`config.mk`:
```
export PLATFORM = sky130hd
export DESIGN_NAME = lesf_score_unit
export DESIGN_NICKNAME = d
export VERILOG_FILES = /design/src/rtl/core/assert_macros.svh /design/src/rtl/core/lesf_pkg.sv /design/src/rtl/core/lesf_score_unit.sv
export SDC_FILE = /design/constraint.sdc
export NUM_CORES = 1
export LEC_CHECK = 0
export BUFFER_PORTS_ARGS = -buffer_cell sky130_fd_sc_hd__buf_4
export CORE_MARGIN = 1
export CORE_UTILIZATION = 40
export CTS_BUF_LIST = sky130_fd_sc_hd__clkbuf_4
export CTS_CLUSTER_DIAMETER = 100
export DETAILED_ROUTE_END_ITERATION = 10
export PLACE_DENSITY = 0.64
export SLEW_MARGIN = 20
export SYNTH_ARGS = -nofsm -noshare
export SYNTH_HDL_FRONTEND = slang
export SYNTH_SLANG_ARGS = --single-unit
```
`constraint.sdc`:
```
create_clock -name clk -period 7.5 [get_ports clk]
set_input_delay 0 -clock clk [delete_from_list [all_inputs] [get_ports clk]]
set_output_delay 0 -clock clk [all_outputs]
set_load 0.05 [all_outputs]
```
`src/rtl/core/assert_macros.svh`:
```
// Assertion macros for the RTL core.
// Depends on nothing; the including module supplies clk and arst_n.
`ifndef ASSERT_MACROS_SVH
`define ASSERT_MACROS_SVH

// checked only while out of reset
`define ASSERT_RST(label, prop, msg) \
	label: assert property (@(posedge clk) disable iff (!arst_n) (prop)) else $error(msg);

// checked on every edge, reset included
`define ASSERT_ALWAYS(label, prop, msg) \
	label: assert property (@(posedge clk) (prop)) else $error(msg);

`endif

```
`src/rtl/core/lesf_pkg.sv`:
```
// Shared constants, types and register codes for the largest empty square finder.
// Used by every module in rtl/core.
package lesf_pkg;

	localparam int MAX_COLS = 1024;
	localparam int MAX_ROWS = 1024;

	localparam int COL_W   = $clog2(MAX_COLS);
	localparam int ROW_W   = $clog2(MAX_ROWS);
	localparam int SCORE_W = $clog2(MAX_COLS + 1);
	localparam int LEN_W   = 11;
	localparam int CHAR_W  = 8;
	localparam int ADDR_W  = 3;
	localparam int DATA_W  = 32;

	localparam logic [LEN_W-1:0]  ROW_LENGTH_RST    = LEN_W'(1024);
	localparam logic [CHAR_W-1:0] OBSTACLE_CHAR_RST = CHAR_W'(111);
	localparam logic [LEN_W-1:0]  LEN_MAX           = LEN_W'(MAX_COLS);
	localparam logic [ROW_W-1:0]  ROW_LAST          = ROW_W'(MAX_ROWS - 1);

	typedef enum logic {
		REG_ROW_LENGTH    = 1'b0,
		REG_OBSTACLE_CHAR = 1'b1
	} reg_idx_t;

	typedef struct packed {
		logic               en;
		logic [COL_W-1:0]   wr_addr;
		logic [SCORE_W-1:0] wr_data;
		logic [COL_W-1:0]   rd_addr;
	} ls_req_t;

	typedef struct packed {
		logic [SCORE_W-1:0] size;
		logic [ROW_W-1:0]   row;
		logic [COL_W-1:0]   col;
	} best_t;

endpackage

```
`src/rtl/core/lesf_score_unit.sv`:
```
// Cell scoring: min-add against left, upper and diagonal scores, raster counters, best tracking.
// Depends on lesf_pkg; drives lesf_line_store through ls_req_t.
module lesf_score_unit
	import lesf_pkg::*;
(
	input  logic               clk,
	input  logic               arst_n,
	input  logic               acc,
	input  logic [CHAR_W-1:0]  cell_char,
	input  logic               last_cell,
	input  logic [LEN_W-1:0]   row_length,
	input  logic [CHAR_W-1:0]  obstacle_char,
	input  logic [SCORE_W-1:0] up,
	output ls_req_t            ls_req,
	output best_t              best_next
);

	logic [COL_W-1:0]   col_q;
	logic [ROW_W-1:0]   row_q;
	logic [SCORE_W-1:0] left_q;
	logic [SCORE_W-1:0] diag_q;
	best_t              best_q;

	logic [LEN_W-1:0]   len;
	logic [LEN_W-1:0]   col_inc;
	logic [COL_W-1:0]   col_nxt;
	logic [ROW_W-1:0]   row_nxt;
	logic [SCORE_W-1:0] min3;
	logic [SCORE_W-1:0] score;

	always_comb begin
		priority if (row_length == '0) begin
			len = LEN_W'(1);
		end else if (row_length > LEN_MAX) begin
			len = LEN_MAX;
		end else begin
			len = row_length;
		end
	end

	always_comb begin
		min3 = up;
		if (left_q < min3) begin
			min3 = left_q;
		end
		if (diag_q < min3) begin
			min3 = diag_q;
		end
	end

	always_comb begin
		priority if (cell_char == obstacle_char) begin
			score = '0;
		end else if (row_q == '0 || col_q == '0) begin
			score = SCORE_W'(1);
		end else begin
			score = min3 + SCORE_W'(1);
		end
	end

	always_comb begin
		col_inc = LEN_W'(col_q) + LEN_W'(1);
		row_nxt = row_q;
		if (col_inc >= len) begin
			col_nxt = '0;
			if (row_q < ROW_LAST) begin
				row_nxt = row_q + ROW_W'(1);
			end
		end else begin
			col_nxt = col_inc[COL_W-1:0];
		end
	end

	always_comb begin
		best_next = best_q;
		if (score > best_q.size) begin
			best_next.size = score;
			best_next.row  = row_q;
			best_next.col  = col_q;
		end
	end

	always_comb begin
		ls_req.en      = acc;
		ls_req.wr_addr = col_q;
		ls_req.wr_data = score;
		ls_req.rd_addr = last_cell ? '0 : col_nxt;
	end

	always_ff @(posedge clk or negedge arst_n) begin
		if (!arst_n) begin
			col_q  <= '0;
			row_q  <= '0;
			left_q <= '0;
			diag_q <= '0;
			best_q <= '0;
		end else if (acc) begin
			if (last_cell) begin
				col_q  <= '0;
				row_q  <= '0;
				left_q <= '0;
				diag_q <= '0;
				best_q <= '0;
			end else begin
				col_q  <= col_nxt;
				row_q  <= row_nxt;
				left_q <= score;
				diag_q <= up;
				best_q <= best_next;
			end
		end
	end

endmodule

```
==> results.cfg <==
[placement]
place_congestion = 0.869
hpwl_um = 11800
portBuffers = 104
place_ws_ns = 0.0478
place_inst = 868

[run]
cap_violations = 0

[drt]
drc = 0
vias = 5213
drt_wl_total_um = 16100
dr.pass1.iters = 5
vias_per_cell = 5.72
dr.first_iter.drc_count = 325
wire_per_inst_um = 17.6
postRouteAntennaNets = 0

[timing]
worst_pin_slew_ns = 1.07
final_hold_viol_count = 0
clock-skew-final_ns = 0.0135
timing.fmax_mhz = 140
layout_setup_ws_ns = 0.338
fin_crit_sh_pct = 95.5
finalSetupViolCount = 0
slew_violations = 0
fin_crit_ns = 7.16
slew_headroom_pct = 28.7
tns_ns = 0

[grt]
grt_pass1_wl_um = 26200
grt_start_max_net_pins = 74
antenna_found_initial = 0
gr-total-overflow = 0
grt_pass1_vias = 5228
grtUsageTotal_pct = 23.0

[synthesis]
synth_edf_count = 0
synth_top_area_share_pct = 33.1
synth_cells = 608
yosysTopAreaCell = dfrtp_1
ys_warn_count = 0
seq_area_frac_synth_pct = 33.1
netlist_area_sq_um = 5520
synth_cell_type_count = 55
synth_nets = 694
syn_area_per_cell_sq_um = 9.07
synth_area_leaders = dfrtp_1, ha_1, a22o_1
async_flop_share_pct = 100
yosys_most_used_dff = dfrtp_1
synth_seq_cells = 73

[clock_tree]
htree_levels = 3
cts-root-buf = clkbuf_4
cts_tree = yes
clock_sink_count = 73
clkTransAtPathRegs_ns = 0.12
cts_buffers = 9
clockBufferDepth = 2
worstSkewPairLatency_ns = 0.44

[worst_hold_path]
hold_class = in2async

[power_and_ir_drop]
ir_drop_uv = 395
leakage_nw = 3.37
power.density_nw_per_um2 = 369

[finish]
fillers = 1277
drive_gt1_share_pct = 23.6
nets = 817
layout_commonest_cell = buf_4
stdcell_count = 912
seq_area_sq_um = 1830
multi_input_area_sq_um = 3480
insertedDiodeCount = 0
final_cell_mix = buf_4, dfrtp_1, nand2_1
area_growth_pct = 25.4

[setup_path]
worstRegToRegCells = 33
setup.worst_path.end_class = output pin
startpoint = left_q[6]
reg2reg_slack_ns = 0.50
startpoint_type = flop
path_class = reg2out
timing.rr.end = best_q[17]
slowest_delay_ns = 0.56
r2r_start = left_q[6]
required_ns = 7.50
path_max_fanout = 31
critPathSlowestCell = or4_1
critPathCapture = best_next[4]
crit_arrival_ns = 7.16

[status]
status = finished clean

[floorplan]
placement_rows = 42
start_util_pct = 41.3
core_area_sq_um = 13300
die_x_um = 119
die_h_um = 119
dieArea_sq_um = 14300
ios = 105
sequential cells by signal (all words and copies together) (netlist names):
signal,flops
best_q,31
diag_q,11
row_q,10
col_q,10
left_q,11
stage by stage:
stage	hold slack, ns	total power [mW]	utilization (%)	instance area (sq um)
floorplan	-0.296	1.77	-	5520
global placement	0.200	2.25	48.7	6500
detailed placement	0.213	2.28	48.7	6500
CTS	0.0000715	2.55	51.3	6840
global route	0.303	2.72	51.8	6920
finish	0.229	2.55	51.8	6920
cell usage after synthesis, types with 2 or more instances:
library cell	n
a31oi_1	5
o311ai_0	2
mux2i_1	9
mux2_1	18
or4_1	2
a21oi_1	25
nor4_1	7
a211oi_4	2
nand3b_1	2
o31ai_1	13
nor2b_1	13
o211ai_1	2
o22a_1	2
inv_1	32
clkbuf_1	17
o2111ai_1	2
dfrtp_1	73
and2_1	4
a31o_2	2
nand2b_1	5
a21o_1	3
and3_1	11
ha_1	44
xnor2_1	14
buf_4	6
nand3_1	25
nand4_1	15
a211oi_2	2
buf_1	2
nand2_1	52
o21ai_0	32
a211o_1	5
o21a_1	5
a211oi_1	5
a22o_1	40
nor3_1	6
buf_2	5
nor2_1	45
xor2_1	21
mux2_2	18
worst min-delay path by stage:
stage                      to  slack (ns)  cells after the start
finish              diag_q[9]        0.23                      2
global route        diag_q[8]        0.30                      2
global placement    diag_q[9]        0.20                      1
floorplan           best_q[0]       -0.30                      0
CTS                 diag_q[2]     0.00007                      2
detailed placement  diag_q[9]        0.21                      1
cell type report:
type	instances	area share (%)
Inverter	33	1.79
Clock inverter	6	0.633
Timing Repair Buffer	142	16.6
Clock buffer	10	1.09
Sequential cell	73	26.4
Multi-Input combinational cell	472	50.3
Tap cell	176	3.18
worst max-delay path: cells and delay by family, from the launching register on:
family	cells	cell delay (ns)
compound gates	11	1.84
xor+xnor	1	0.13
fa+ha+maj	4	1.11
buf+inv	5	0.89
flops	1	0.51
mux	3	0.77
simple gates	8	1.46
report_power, final:
group	total [mW]	internal [mW]	leakage [nW]	switching (mW)
Combinational	1.81	0.656	2.31	1.15
Clock	0.228	0.0729	0.0667	0.155
Sequential	0.521	0.449	0.996	0.0719
logic make-up (layout without fill, tap and decap cells):
| family | after synthesis | count (layout) | share of synthesized area (%) |
|---|---|---|---|
| AO/OA/AOI/OAI | 158 | 158 | 20.9 |
| XOR/XNOR | 35 | 35 | 5.56 |
| adder cells (fa/ha/maj) | 44 | 44 | 9.98 |
| buffers and inverters | 63 | 191 | 4.81 |
| flip-flops | 73 | 73 | 33.1 |
| multiplexers | 45 | 45 | 8.98 |
| AND/OR/NAND/NOR | 190 | 190 | 16.7 |
repair_timing:
| action | CTS | global route |
|---|---|---|
| endpoints found under the setup margin | 30 | 61 |
| hold endpoints to repair | 87 | 1 |
| hold buffers | 21 | 1 |
| resized for setup | 0 | 12 |
| buffers inserted | 2 | 4 |
| pin swaps | 2 | 2 |
routing by layer:
| metal | share of wire (%) | track usage, % | vias to the layer above |
|---|---|---|---|
| met3 | 5.0 | 4.74 | 25 |
| met1 | 44 | 29.5 | 2524 |
| li1 | - | - | 2485 |
| met2 | 49 | 39.2 | 179 |
| met4 | 1.5 | 6.09 | 0 |
| met5 | 0 | 0 | - |
No activity file was read; power rests on OpenSTA's default activity.
